`config.mk`:
```
export PLATFORM = sky130hd
export DESIGN_NAME = gasp_front
export DESIGN_NICKNAME = d
export VERILOG_FILES = /design/src/rtl/core/golden_angle_spiral_points_top_assert.svh /design/src/rtl/core/gasp_pkg.sv /design/src/rtl/core/gasp_front.sv
export SDC_FILE = /design/constraint.sdc
export NUM_CORES = 1
export LEC_CHECK = 0
export ABC_AREA = 1
export ABC_CLOCK_PERIOD_IN_PS = 11900
export BUFFER_PORTS_ARGS = -buffer_cell sky130_fd_sc_hd__buf_4
export CORE_ASPECT_RATIO = 0.75
export CORE_MARGIN = 5
export CORE_UTILIZATION = 45
export DETAILED_ROUTE_END_ITERATION = 7
export SLEW_MARGIN = 20
export SYNTH_ARGS = -nofsm -noshare
export SYNTH_HDL_FRONTEND = slang
export SYNTH_SLANG_ARGS = --single-unit
```
`constraint.sdc`:
```
create_clock -name clk -period 11.9 [get_ports clk]
set_clock_uncertainty 0.2 [all_clocks]
set_input_delay 2.38 -clock clk [delete_from_list [all_inputs] [get_ports clk]]
set_output_delay 2.38 -clock clk [all_outputs]
set_load 0.01 [all_outputs]
```
`src/rtl/core/golden_angle_spiral_points_top_assert.svh`:
```
// ----------------------------------------------------------------------------
// Assertion macros for the golden-angle spiral point generator.
// These are used by the top level, which carries the concurrent checks.
// ----------------------------------------------------------------------------
`ifndef GOLDEN_ANGLE_SPIRAL_POINTS_TOP_ASSERT_SVH
`define GOLDEN_ANGLE_SPIRAL_POINTS_TOP_ASSERT_SVH

// The condition must hold at every clock edge out of reset.
`define GASP_ALWAYS(lbl, cond) \
  lbl: assert property (@(posedge clk) disable iff (rst) (cond)) else $error("check failed");

// The consequent must hold in the same cycle as the antecedent.
`define GASP_IMPLIES(lbl, ante, cons) \
  lbl: assert property (@(posedge clk) disable iff (rst) (ante) |-> (cons)) \
    else $error("implication failed");

// The consequent must hold in the cycle after the antecedent.
`define GASP_NEXT(lbl, ante, cons) \
  lbl: assert property (@(posedge clk) disable iff (rst) (ante) |=> (cons)) \
    else $error("next-cycle implication failed");

`endif

```
`src/rtl/core/gasp_pkg.sv`:
```
// ----------------------------------------------------------------------------
// gasp_pkg
// Types, constants and tables shared by the spiral point generator.
// ----------------------------------------------------------------------------
package gasp_pkg;

  localparam int INDEX_BITS    = 16;
  localparam int CORDIC_STAGES = 16;
  localparam int ATAN_ENTRIES  = 24;

  localparam logic [31:0]        GOLDEN_TURN   = 32'h61C88647;
  localparam logic signed [33:0] CORDIC_X0     = 34'sd652032874;
  localparam logic [15:0]        SPACING_RESET = 16'd25600;

  // Square root operand (2i+1) << 31, rounded up to an even width.
  localparam int SQ_W   = ((INDEX_BITS + 33) / 2) * 2;
  localparam int ROOT_W = SQ_W / 2;
  localparam int REM_W  = ROOT_W + 2;
  localparam int RAD_W  = ROOT_W + 1;

  localparam int CORDIC_RUN  = (CORDIC_STAGES < ATAN_ENTRIES) ? CORDIC_STAGES : ATAN_ENTRIES;
  localparam int PIPE_STAGES = (ROOT_W > CORDIC_RUN) ? ROOT_W : CORDIC_RUN;
  localparam int BACK_LAT    = PIPE_STAGES + 3;

  // A slot is held from issue to pop, which spans the back pipeline plus the
  // result queue write, so this many let issue go every cycle if pops keep up.
  localparam int OUT_DEPTH = BACK_LAT + 2;
  localparam int OUT_AW    = $clog2(OUT_DEPTH);
  localparam int CRED_W    = $clog2(OUT_DEPTH + 1);

  localparam int FQ_DEPTH = 4;
  localparam int FQ_AW    = $clog2(FQ_DEPTH);
  localparam int FQ_CW    = $clog2(FQ_DEPTH + 1);

  // Arctangent of 2^-i in units of 2^-32 turn.
  localparam logic [31:0] ATAN_TURN [ATAN_ENTRIES] = '{
    32'd536870912, 32'd316933406, 32'd167458907, 32'd85004756, 32'd42667331,
    32'd21354466, 32'd10679838, 32'd5340245, 32'd2670163, 32'd1335087,
    32'd667544, 32'd333772, 32'd166886, 32'd83443, 32'd41722, 32'd20861,
    32'd10430, 32'd5215, 32'd2608, 32'd1304, 32'd652, 32'd326, 32'd163, 32'd81
  };

  typedef logic signed [31:0] coord_t;

  typedef struct packed {
    logic [15:0] point_index;
    coord_t      center_x;
    coord_t      center_y;
    coord_t      center_z;
    logic        last_point;
  } point_t;

  typedef struct packed {
    coord_t pos_x;
    coord_t pos_y;
    coord_t pos_z;
    logic   last;
  } result_t;

  // Classified item handed from the front queue to the back pipeline.
  typedef struct packed {
    logic [INDEX_BITS-1:0] idx;
    logic signed [33:0]    angle;
    logic                  flip;
    coord_t                cx;
    coord_t                cy;
    coord_t                cz;
    logic                  last;
  } work_t;

endpackage

```
`src/rtl/core/gasp_front.sv`:
```
// ----------------------------------------------------------------------------
// gasp_front
// Accepts points, folds the golden angle into the right half plane and
// queues the classified work for the back pipeline.
// ----------------------------------------------------------------------------
module gasp_front
  import gasp_pkg::*;
(
  input  logic   clk,
  input  logic   rst,
  input  logic   push,
  output logic   full,
  input  point_t point,
  input  logic   issue,
  output logic   avail,
  output work_t  head
);

  work_t             fq [FQ_DEPTH];
  logic [FQ_AW-1:0]  wr_ptr;
  logic [FQ_AW-1:0]  rd_ptr;
  logic [FQ_CW-1:0]  count;
  logic [INDEX_BITS-1:0] idx;
  logic [31:0]       angle_raw;
  logic [31:0]       angle_rot;
  logic [31:0]       angle_fold;
  work_t             entry;
  logic              wr_en;
  logic              rd_en;

  assign idx        = INDEX_BITS'(point.point_index);
  assign angle_raw  = 32'(GOLDEN_TURN * 32'(idx));
  assign angle_rot  = angle_raw + 32'h40000000;
  assign angle_fold = angle_rot[31] ? (angle_raw ^ 32'h80000000) : angle_raw;

  always_comb begin
    entry       = '0;
    entry.idx   = idx;
    entry.angle = {{2{angle_fold[31]}}, angle_fold};
    entry.flip  = angle_rot[31];
    entry.cx    = point.center_x;
    entry.cy    = point.center_y;
    entry.cz    = point.center_z;
    entry.last  = point.last_point;
  end

  assign full  = (count == FQ_CW'(FQ_DEPTH));
  assign avail = (count != '0);
  assign head  = fq[rd_ptr];
  assign wr_en = push && !full;
  assign rd_en = issue && avail;

  always_ff @(posedge clk) begin
    if (rst) begin
      wr_ptr <= '0;
      rd_ptr <= '0;
      count  <= '0;
    end else begin
      if (wr_en) wr_ptr <= wr_ptr + 1'b1;
      if (rd_en) rd_ptr <= rd_ptr + 1'b1;
      count <= count + FQ_CW'(wr_en) - FQ_CW'(rd_en);
    end
  end

  always_ff @(posedge clk) begin
    if (wr_en) fq[wr_ptr] <= entry;
  end

endmodule

```
==> impl_results.md <==
* Avg Inst Size Synth at ~13 sq um
* Sw Share at 37.70%
* Vias in the first global route at 17009
* Share of the synthesized area in the top cell type at 63.39%
* Path depth of the worst reg2reg path at 5
* VDD IR-drop max at 0.1263 mV
* Clock Latency Late Sink at ~0.63 ns
* Post-synth EDFFs at roughly 580
* Vias post-DR at between 15000 and 20000
* RR Startpoint: count[1]$_SDFF_PP0_
* Final hold violations at 0
* Comb power frac at approximately two fifths
* Total GRT Usage at between 10% and 20%
* Top post-synthesis cells by count: 576 x edfxtp_1, 342 x nor2_1, 285 x o21ai_0
* Mux contribution to synthesized area at 0%
* Cell Rows at 78
* Post-synthesis adder-cell area fraction at around an eighth
* Unique cell type count in the Yosys netlist at 40
* Starting Density at between 40% and 50%
* PD cells at between 200 and 300 mW/mm^2
* Worst Hold Class: register to register
* Synthesized flop and latch total at 585
* Clock Tree Root: clkbuf_16
* Hold buffer count at CTS at 0
* Post-Synth Simple-Gate Area at between 8 and 9%
* Fin crit share at between 50 and 60%
* Clk sinks at around 600
* CTS H-tree depth at 2
* Die Area at 0.06571 sq mm
* Worst-path fanout max at 11
* Xor/xnor share of the synthesized area at less than 1%
* Io pins at about 270
* Worst Setup End Kind: register
* Async SR Flop Fraction at 0%
* Initial antenna violation count at 1
* Final ANT Viol Nets at 0
* Synth top area cells: edfxtp_1 63%, ha_1 6.9%, fa_1 5.9%, o21ai_0 5.2%, nor2_1 4.7%
* Main combinational cell family by area after synthesis: adder cells
* Largest net degree at the start of global routing at 190
* Post-CTS Resized at 0
* WHS at ~0.35 ns
* Sequential share of power at between 30 and 40%
* CTS Buffer Depth at 3
* Total of max-cap violations at 0
* I/O Buffers at ~270
* Syn Std Cell Area at roughly 0.027 sq mm
* Final TNS setup at 0 ns
* Die X at approximately 290 um
* NumNets Final at 2763
* Vias/cell at 5.285
* First-pass GRT wire length at 100.8 mm
* Syn nets at 2517
* Cell with the most instances after synthesis: edfxtp_1
* Worst reg2reg endpoint: fq[1][143]$_DFFE_PP_
* Core Area at ~0.06 sq mm
* HPWL after DPL at ~43 mm
* CTS tree: yes
* Cell count of the worst hold path at 2
* Syn Inst Count at 2169
* Final setup fails at 0
* Area leader, netlist: edfxtp_1
* Leak at roughly 12 nW
* Type of the worst setup path: primary input to register
* TritonCTS Buffers at between 50 and 60
* Detailed Route WL at approximately 66 mm
* Final Max Slew Viols at 0
* Area Overhead vs Synth at 16.78%
* Setup crit start kind: primary input
* Wire length per cell at approximately 20 um
* Post-Layout Inst Area at 0.03186 sq mm
* Layout cells sized above 1 at 16.37%
* Fmax at approximately 140 MHz
* Main flop type after synthesis: edfxtp_1
* Min Tclk post-route at about 7.0 ns
* RSZ-0062 raised after global routing: false
* Critical Path AT at between 7 and 8 ns
* Post-CTS Setup Inserts at 0
* Iteration-0 DRC Markers at between 1000 and 1500
* ANT cells at 0
* GPL Wtd Cong at slightly below 0.9
* DRC at 0
* Sequential area share after synthesis at 64.05%
* P_int at approximately 5 mW
* R2r setup slk at 8.84 ns
* Slew margin rel. at 25.03%
* Sw power at 3.057 mW
* DP Area at 0.03002 sq mm
* TritonRoute pass-1 iters at 5
* Synth Warn # at 0
* Min-delay src: wr_ptr[1]$_SDFFE_PP0P_
* Clock power frac at 21.7%
* Gr ovfl total at 0
* Required @ worst endpoint at 12.06 ns
* Die height at around 220 um
* Worst-margin pin slew at 1.125 ns
* Worst-path clk slew at 0.06 ns
* Hold Path End: wr_ptr[1]$_SDFFE_PP0P_
* Fin util at between 50% and 60%
* Compound-Gate Fraction of Synth Area at under 10%
* Outcome: complete, no violations
## power by group through the flow
stage / logic, mW / clock network, mW / registers [mW]
2_1_floorplan: 2.10 / 0 / 3.03
3_3_place_gp: 3.40 / 0 / 3.01
3_5_place_dp: 3.43 / 0 / 3.02
4_1_cts: 3.44 / 1.81 / 2.98
5_1_grt: 3.77 / 1.89 / 3.00
6_report: 3.38 / 1.76 / 2.97
## per-stage QoR
| stage | setup WS, ns | total power, mW | instances |
|---|---|---|---|
| floorplan | 2.578 | 5.133 | 2169 |
| global placement | 4.259 | 6.407 | 3155 |
| detailed placement | 4.316 | 6.446 | 3155 |
| CTS | 4.993 | 8.227 | 3262 |
| global route | 4.773 | 8.666 | 3262 |
| finish | 4.924 | 8.110 | 3262 |
## flip-flops by register name (all words and copies together), names as in the netlist, named ones only
register  flops
rd_ptr        2
count         3
wr_ptr        2
fq          576
## worst max-delay path, stage by stage
cell and delay (ns):
buf_4 0.17, ha_1 0.39, ha_1 0.33, ha_1 0.34, inv_1 0.07, fa_1 0.53, inv_1 0.05, fa_1 0.47
inv_1 0.05, fa_1 0.47, inv_1 0.04, ha_1 0.36, nand2_2 0.13, inv_2 0.07, nand3_1 0.14, nor3_1 0.34
nand4_1 0.18, nand3_1 0.14, xor2_1 0.47
## routing by layer
layer / track usage (%) / up-vias / share of wire (%)
met1: 28.66 / 8536 / 46
met5: 0 / - / 0.023
met3: 3.324 / 87 / 5.4
li1: - / 8200 / -
met2: 31.01 / 414 / 47
met4: 5.005 / 2 / 2.2
## placed cells by master, fill, tap and decap left out, drive strengths merged
cell type    n
a211oi       2
a21o         5
a21oi       32
a31oi        1
buf        285
bufinv       4
clkbuf      82
clkinv      17
clkinvlp     1
dfxtp        9
edfxtp     576
fa          80
ha         151
inv        212
nand2      140
nand3       25
nand3b       2
nand4        8
nor2       348
nor3         3
nor3b        5
o21a         1
o21ai      296
o21bai       8
o22ai      144
or2          2
xnor2        8
xor2        15
## cells by family (layout without fill, tap and decap cells)
| family | Yosys count | in the layout |
|---|---|---|
| adder cells (fa/ha/maj) | 231 | 231 |
| AO/OA/AOI/OAI | 489 | 489 |
| XOR/XNOR | 23 | 23 |
| buffers and inverters | 308 | 601 |
| AND/OR/NAND/NOR | 533 | 533 |
| flip-flops | 585 | 585 |
## final cells by class
class,count,area (sq um)
fillers,5099,28350
multi-input cells,1276,8600
flip-flops and latches,585,17480
clock inverters,25,270.3
inverters,209,797.0
well taps,800,1001
repair buffers,285,2140
clock buffers,82,1573
## worst max path at each step
stage                                end  slack, ns  cells past startpoint      start
floorplan             fq[0][0]$_DFFE_PP_       2.58                      2       push
global placement    fq[0][124]$_DFFE_PP_       4.26                     17  point[98]
detailed placement  fq[0][124]$_DFFE_PP_       4.32                     19  point[98]
CTS                 fq[1][124]$_DFFE_PP_       4.99                     17  point[98]
global route        fq[1][124]$_DFFE_PP_       4.77                     19  point[98]
finish              fq[1][124]$_DFFE_PP_       4.92                     19  point[98]
Power figures use the tool's default switching activity.
