<file path="src/rtl/core/golden_angle_spiral_points_top_assert.svh">
// ----------------------------------------------------------------------------
// Assertion macros for the golden-angle spiral point generator.
// These are used by the top level, which carries the concurrent checks.
// ----------------------------------------------------------------------------
`ifndef GOLDEN_ANGLE_SPIRAL_POINTS_TOP_ASSERT_SVH
`define GOLDEN_ANGLE_SPIRAL_POINTS_TOP_ASSERT_SVH

// The condition must hold at every clock edge out of reset.
`define GASP_ALWAYS(lbl, cond) \
  lbl: assert property (@(posedge clk) disable iff (rst) (cond)) else $error("check failed");

// The consequent must hold in the same cycle as the antecedent.
`define GASP_IMPLIES(lbl, ante, cons) \
  lbl: assert property (@(posedge clk) disable iff (rst) (ante) |-> (cons)) \
    else $error("implication failed");

// The consequent must hold in the cycle after the antecedent.
`define GASP_NEXT(lbl, ante, cons) \
  lbl: assert property (@(posedge clk) disable iff (rst) (ante) |=> (cons)) \
    else $error("next-cycle implication failed");

`endif

</file>
<file path="src/rtl/core/gasp_pkg.sv">
// ----------------------------------------------------------------------------
// gasp_pkg
// Types, constants and tables shared by the spiral point generator.
// ----------------------------------------------------------------------------
package gasp_pkg;

  localparam int INDEX_BITS    = 16;
  localparam int CORDIC_STAGES = 16;
  localparam int ATAN_ENTRIES  = 24;

  localparam logic [31:0]        GOLDEN_TURN   = 32'h61C88647;
  localparam logic signed [33:0] CORDIC_X0     = 34'sd652032874;
  localparam logic [15:0]        SPACING_RESET = 16'd25600;

  // Square root operand (2i+1) << 31, rounded up to an even width.
  localparam int SQ_W   = ((INDEX_BITS + 33) / 2) * 2;
  localparam int ROOT_W = SQ_W / 2;
  localparam int REM_W  = ROOT_W + 2;
  localparam int RAD_W  = ROOT_W + 1;

  localparam int CORDIC_RUN  = (CORDIC_STAGES < ATAN_ENTRIES) ? CORDIC_STAGES : ATAN_ENTRIES;
  localparam int PIPE_STAGES = (ROOT_W > CORDIC_RUN) ? ROOT_W : CORDIC_RUN;
  localparam int BACK_LAT    = PIPE_STAGES + 3;

  // A slot is held from issue to pop, which spans the back pipeline plus the
  // result queue write, so this many let issue go every cycle if pops keep up.
  localparam int OUT_DEPTH = BACK_LAT + 2;
  localparam int OUT_AW    = $clog2(OUT_DEPTH);
  localparam int CRED_W    = $clog2(OUT_DEPTH + 1);

  localparam int FQ_DEPTH = 4;
  localparam int FQ_AW    = $clog2(FQ_DEPTH);
  localparam int FQ_CW    = $clog2(FQ_DEPTH + 1);

  // Arctangent of 2^-i in units of 2^-32 turn.
  localparam logic [31:0] ATAN_TURN [ATAN_ENTRIES] = '{
    32'd536870912, 32'd316933406, 32'd167458907, 32'd85004756, 32'd42667331,
    32'd21354466, 32'd10679838, 32'd5340245, 32'd2670163, 32'd1335087,
    32'd667544, 32'd333772, 32'd166886, 32'd83443, 32'd41722, 32'd20861,
    32'd10430, 32'd5215, 32'd2608, 32'd1304, 32'd652, 32'd326, 32'd163, 32'd81
  };

  typedef logic signed [31:0] coord_t;

  typedef struct packed {
    logic [15:0] point_index;
    coord_t      center_x;
    coord_t      center_y;
    coord_t      center_z;
    logic        last_point;
  } point_t;

  typedef struct packed {
    coord_t pos_x;
    coord_t pos_y;
    coord_t pos_z;
    logic   last;
  } result_t;

  // Classified item handed from the front queue to the back pipeline.
  typedef struct packed {
    logic [INDEX_BITS-1:0] idx;
    logic signed [33:0]    angle;
    logic                  flip;
    coord_t                cx;
    coord_t                cy;
    coord_t                cz;
    logic                  last;
  } work_t;

endpackage

</file>
<file path="src/rtl/core/gasp_result_q.sv">
// ----------------------------------------------------------------------------
// gasp_result_q
// Result queue that absorbs everything the back pipeline has in flight.
// ----------------------------------------------------------------------------
module gasp_result_q
  import gasp_pkg::*;
(
  input  logic    clk,
  input  logic    rst,
  input  logic    wr,
  input  result_t wr_data,
  input  logic    pop,
  output logic    empty,
  output logic    qfull,
  output result_t rd_data
);

  result_t           mem [OUT_DEPTH];
  logic [OUT_AW-1:0] wr_ptr;
  logic [OUT_AW-1:0] rd_ptr;
  logic [CRED_W-1:0] count;
  logic              rd_en;

  assign empty   = (count == '0);
  assign qfull   = (count == CRED_W'(OUT_DEPTH));
  assign rd_data = mem[rd_ptr];
  assign rd_en   = pop && !empty;

  always_ff @(posedge clk) begin
    if (rst) begin
      wr_ptr <= '0;
      rd_ptr <= '0;
      count  <= '0;
    end else begin
      if (wr) begin
        wr_ptr <= (wr_ptr == OUT_AW'(OUT_DEPTH - 1)) ? '0 : wr_ptr + 1'b1;
      end
      if (rd_en) begin
        rd_ptr <= (rd_ptr == OUT_AW'(OUT_DEPTH - 1)) ? '0 : rd_ptr + 1'b1;
      end
      count <= count + CRED_W'(wr) - CRED_W'(rd_en);
    end
  end

  always_ff @(posedge clk) begin
    if (wr) mem[wr_ptr] <= wr_data;
  end

endmodule

</file>
<file path="config.mk">
export PLATFORM = sky130hd
export DESIGN_NAME = gasp_result_q
export DESIGN_NICKNAME = d
export VERILOG_FILES = /design/src/rtl/core/golden_angle_spiral_points_top_assert.svh /design/src/rtl/core/gasp_pkg.sv /design/src/rtl/core/gasp_result_q.sv
export SDC_FILE = /design/constraint.sdc
export NUM_CORES = 2
export LEC_CHECK = 0
export BUFFER_PORTS_ARGS = -buffer_cell sky130_fd_sc_hd__buf_4
export CAP_MARGIN = 0
export CORE_MARGIN = 1
export CORE_UTILIZATION = 45
export CTS_BUF_LIST = sky130_fd_sc_hd__clkbuf_4
export CTS_CLUSTER_DIAMETER = 150
export DETAILED_ROUTE_END_ITERATION = 16
export PLACE_DENSITY = 0.65
export SLEW_MARGIN = 5
export SYNTH_ARGS = -nofsm -noshare
export SYNTH_HDL_FRONTEND = slang
export SYNTH_SLANG_ARGS = --single-unit
export TNS_END_PERCENT = 30
</file>
<file path="constraint.sdc">
create_clock -name clk -period 7.4 [get_ports clk]
set_input_delay 0.37 -clock clk [delete_from_list [all_inputs] [get_ports clk]]
set_output_delay 0.37 -clock clk [all_outputs]
set_load 0.005 [all_outputs]
</file>
==> summary.md <==
| Metric | Value |
|---|---|
| Most numerous cell on the critical path | sky130_fd_sc_hd__buf_4 |
| CTS root buf | sky130_fd_sc_hd__clkbuf_4 |
| Num ports | 200 |
| Count of buffers inserted at the top-level ports | roughly 200 |
| Antenna violation net count after detailed routing | 0 |
| Via total after detailed routing | approximately 56000 |
| Vias per cell | 5.86 |
| Count of pins over their slew limit | 0 |
| Router iterations before antenna repair | 5 |
| Post-Place Cells | a little over 8000 |
| Share of synthesized area occupied by flip-flops and latches | between 70% and 80% |
| RSZ-0062 raised after global routing | no |
| Overall die width | 491 um |
| Cell with the biggest individual delay on the critical path | sky130_fd_sc_hd__buf_4 |
| Starting Density | a little under half |
| Post-route cell area | roughly 120000 um^2 |
| Slew at the pin closest to its max-slew limit | about 1.3 ns |
| Upper clock frequency limit | between 0.15 and 0.2 GHz |
| Core ar. | between 200000 and 250000 um^2 |
| Capturing instance or port of the critical path | rd_data[52] |
| Peak supply drop | between 150 and 200 uV |
| Total negative slack for setup checks | 0 ns |
| Critical Path, Cell by Cell | buf_4 -> or2_2 -> nor2_4 -> buf_4 -> a221oi_1 -> o21ai_1 -> buf_4 |
| Wire length of the first global-routing pass | ~400 mm |
| Path category of the worst min-delay check | input pin to register |
| Critical path endpoint category | output pin |
| Height of the die | 491 um |
| Per-cell routed wire length | between 20 and 30 um |
| Buf+Inv Stages, Crit Path | 3 |
| Commonest register cell after synthesis | sky130_fd_sc_hd__edfxtp_1 |
| Violation count after the first detailed-route iteration | 6219 |
| Clock Sink Count | 2833 |
| Number of flip-flops and latches in the synthesized netlist | between 2000 and 3000 |
| Initial antenna violation count | 27 |
| Cell depth of the worst flop-to-flop path | 12 |
| Top cell family by delay on the critical path | buffers and inverters |
| Final setup violating endpoints | 0 |
| Synth-to-layout area growth | 14.9% |
| Post-synthesis cell type count | 57 |
| Share of synthesized registers carrying an async set or reset | 0% |
| Synthesis Warnings | 0 |
| Remaining design rule violation count | 0 |
| Share of post-route cells with drive strength above 1 | 30.3% |
| Standard-cell rows | ~180 |
| Power density over cell area | 281 nW/um^2 |
| Setup fix buffers added after clock tree synthesis | 0 |
| Max-capacitance violation count | 0 |
| Number of buffers on the longest clock path | 4 |
| Final Net Count | between 6000 and 7000 |
| Critical path class | register to output pin |
| Overflow left after global routing | 0 |
| Fraction of the cycle the final worst path needs | 73.9% |
| DP Wirelength | ~140 mm |
| Wirelength, routed | between 200 and 300 mm |
| Setup slack after placement | 3.32 ns |
| Worst flop-to-flop path endpoint | count[1] |
| Lkg Pwr | 38.4 nW |
| Crit path required time | 7.03 ns |
| Arrival time of the worst setup path | a little over 5 ns |
| GRT Total Usage | ~23% |
| Total count of hold-check failures in the final report | 0 |
| H-tree level count | 6 |
| Post-Syn Instances | about 5000 |
| Synthesized Nets | 5109 |
| Run status | completed |
| Maximum number of pins on one net before global-route repair | around 130 |
| CTS Buf Count | ~700 |
| Count of flip-flops with a built-in enable after synthesis | between 2000 and 3000 |
| Total number of cells along the worst setup path | 7 |
| Instance area at placement | 113000 um^2 |
| Startpoint class of the critical path | register |
| Vias in the first global route | 57600 |
| Crit-path max cell delay | around 0.90 ns |
| Headroom to the max-slew limit | between 10% and 20% |
| Register-to-register path setup slack | roughly 3.8 ns |
| Die area | 241000 um^2 |
| Largest driver fanout on the critical path | 56 |
| CTS tree | built |
| Gpl congestion | 0.752 |
| Largest clock skew in the final design | 0.153 ns |
| Clock insertion delay at the later pin of the skew report | approximately 1.4 ns |
| Clock transition at the registers of the reported paths | approximately 0.060 ns |
| Netlist area before placement | between 100000 and 150000 um^2 |
| Number of non-filler instances in the completed layout | around 9600 |
| Syn_area_per_cell | ~22 um^2 |
| Final critical-path setup slack | slightly below 2 ns |
| Post-route minimum period | 5.47 ns |
| Min-Delay Startpoint | wr |
| Launch point of the worst reg-to-reg path | count[3] |
==> through the flow <==
stage                     utilization [%]  power, mW  hold WS [ns]
final                                52.0       34.7         0.281
after detailed placement             47.5       22.3         0.529
after global placement               47.5       22.3         0.500
after global routing                 52.0       36.0         0.171
after CTS                            52.0       35.1        0.0610
after floorplan                         -       20.8         0.442
==> final cells by class <==
cell class                 instances  area, um^2
antenna                            6        15.0
clock buffer                    1010        7580
clock inverter                   167        1000
fill                           18700      114000
inverter                          16        60.1
multi-input combinational       1856       21500
sequential                      2833       84900
tap                             3167        3960
timing repair buffer             518        4570
==> where the power goes <==
part           leakage [nW]  internal (mW)  switching [mW]
clock network          5.11           6.65            6.03
logic                  7.73           1.88            2.31
registers              25.5           17.8          0.0943
total                  38.4           26.3            8.43
==> placed cells by master, fill, tap and decap left out, types with 21 or more instances in the layout <==
| cell | count |
|---|---|
| sky130_fd_sc_hd__a221oi_1 | 21 |
| sky130_fd_sc_hd__mux4_2 | 451 |
| sky130_fd_sc_hd__nand3_1 | 135 |
| sky130_fd_sc_hd__o21ai_0 | 21 |
| sky130_fd_sc_hd__clkbuf_4 | 1010 |
| sky130_fd_sc_hd__edfxtp_1 | 2813 |
| sky130_fd_sc_hd__buf_4 | 302 |
| sky130_fd_sc_hd__nor2_4 | 31 |
| sky130_fd_sc_hd__o211ai_1 | 46 |
| sky130_fd_sc_hd__a22oi_1 | 225 |
| sky130_fd_sc_hd__dlygate4sd3_1 | 202 |
| sky130_fd_sc_hd__clkinv_1 | 120 |
| sky130_fd_sc_hd__nand2_1 | 32 |
| sky130_fd_sc_hd__mux2_2 | 53 |
| sky130_fd_sc_hd__mux2i_1 | 434 |
| sky130_fd_sc_hd__nor2_1 | 52 |
| sky130_fd_sc_hd__o22ai_1 | 85 |
| sky130_fd_sc_hd__o221ai_1 | 71 |
==> state kept, by name, summed over array words and instances (netlist names), named ones only <==
| register | cells |
|---|---|
| mem | 2813 |
| count | 5 |
| rd_ptr | 5 |
| wr_ptr | 5 |
==> cell families after synthesis <==
group | Yosys count | share of synthesized area [%]
flip-flops | 2833 | 78.9
multiplexers | 938 | 14.0
AO/OA/AOI/OAI | 563 | 3.91
AND/OR/NAND/NOR | 336 | 1.53
buffers and inverters | 305 | 1.41
adder cells (fa/ha/maj) | 14 | 0.170
XOR/XNOR | 5 | 0.0407
==> timing repair <==
action                    in CTS  in global routing
resized for setup              0                  0
hold endpoints to repair    3231                  0
hold buffers                 202                  0
==> worst min-delay path, cell delays in order <==
cell,delay [ns]
sky130_fd_sc_hd__dlygate4sd3_1,0.54
sky130_fd_sc_hd__buf_4,0.17
sky130_fd_sc_hd__nor2b_1,0.19
sky130_fd_sc_hd__nand2_1,0.29
sky130_fd_sc_hd__a21oi_1,0.11
==> cell usage after synthesis (13+ instances only) <==
master / count / area share, %
sky130_fd_sc_hd__clkbuf_1: 114 / 0.40
sky130_fd_sc_hd__mux2i_1: 434 / 4.0
sky130_fd_sc_hd__buf_2: 95 / 0.44
sky130_fd_sc_hd__o211ai_1: 46 / 0.32
sky130_fd_sc_hd__a221oi_1: 21 / 0.17
sky130_fd_sc_hd__buf_1: 24 / 0.084
sky130_fd_sc_hd__nor2b_1: 20 / 0.12
sky130_fd_sc_hd__o22ai_1: 85 / 0.49
sky130_fd_sc_hd__ha_1: 13 / 0.15
sky130_fd_sc_hd__nand2_1: 34 / 0.12
sky130_fd_sc_hd__nor2_1: 82 / 0.29
sky130_fd_sc_hd__nand3_1: 135 / 0.63
sky130_fd_sc_hd__buf_4: 46 / 0.32
sky130_fd_sc_hd__mux2_2: 53 / 0.55
sky130_fd_sc_hd__o21ai_1: 13 / 0.060
sky130_fd_sc_hd__o221ai_1: 71 / 0.58
sky130_fd_sc_hd__o21ai_0: 21 / 0.098
sky130_fd_sc_hd__inv_1: 16 / 0.056
sky130_fd_sc_hd__a22oi_1: 225 / 1.6
sky130_fd_sc_hd__a211o_1: 19 / 0.15
sky130_fd_sc_hd__a22o_1: 13 / 0.11
sky130_fd_sc_hd__mux4_2: 451 / 9.4
sky130_fd_sc_hd__edfxtp_1: 2813 / 79
sky130_fd_sc_hd__dfxtp_1: 20 / 0.37
==> how the worst min path moves through the flow <==
stage                      endpoint  cells past startpoint
after CTS                 wr_ptr[2]                      5
after global placement     register                      2
final                     wr_ptr[2]                      5
after floorplan            count[0]                      1
after global routing      wr_ptr[2]                      5
after detailed placement   register                      2
==> layer usage <==
| layer | track usage, % | up-vias | share of wire (%) |
|---|---|---|---|
| met1 | 31.1 | 29500 | 40 |
| met3 | 4.82 | 414 | 8.6 |
| met4 | 6.63 | 16 | 2.0 |
| met5 | 0 | - | 0.039 |
| met2 | 36.7 | 2732 | 49 |
| li1 | - | 23500 | - |
Power figures use the tool's default switching activity.
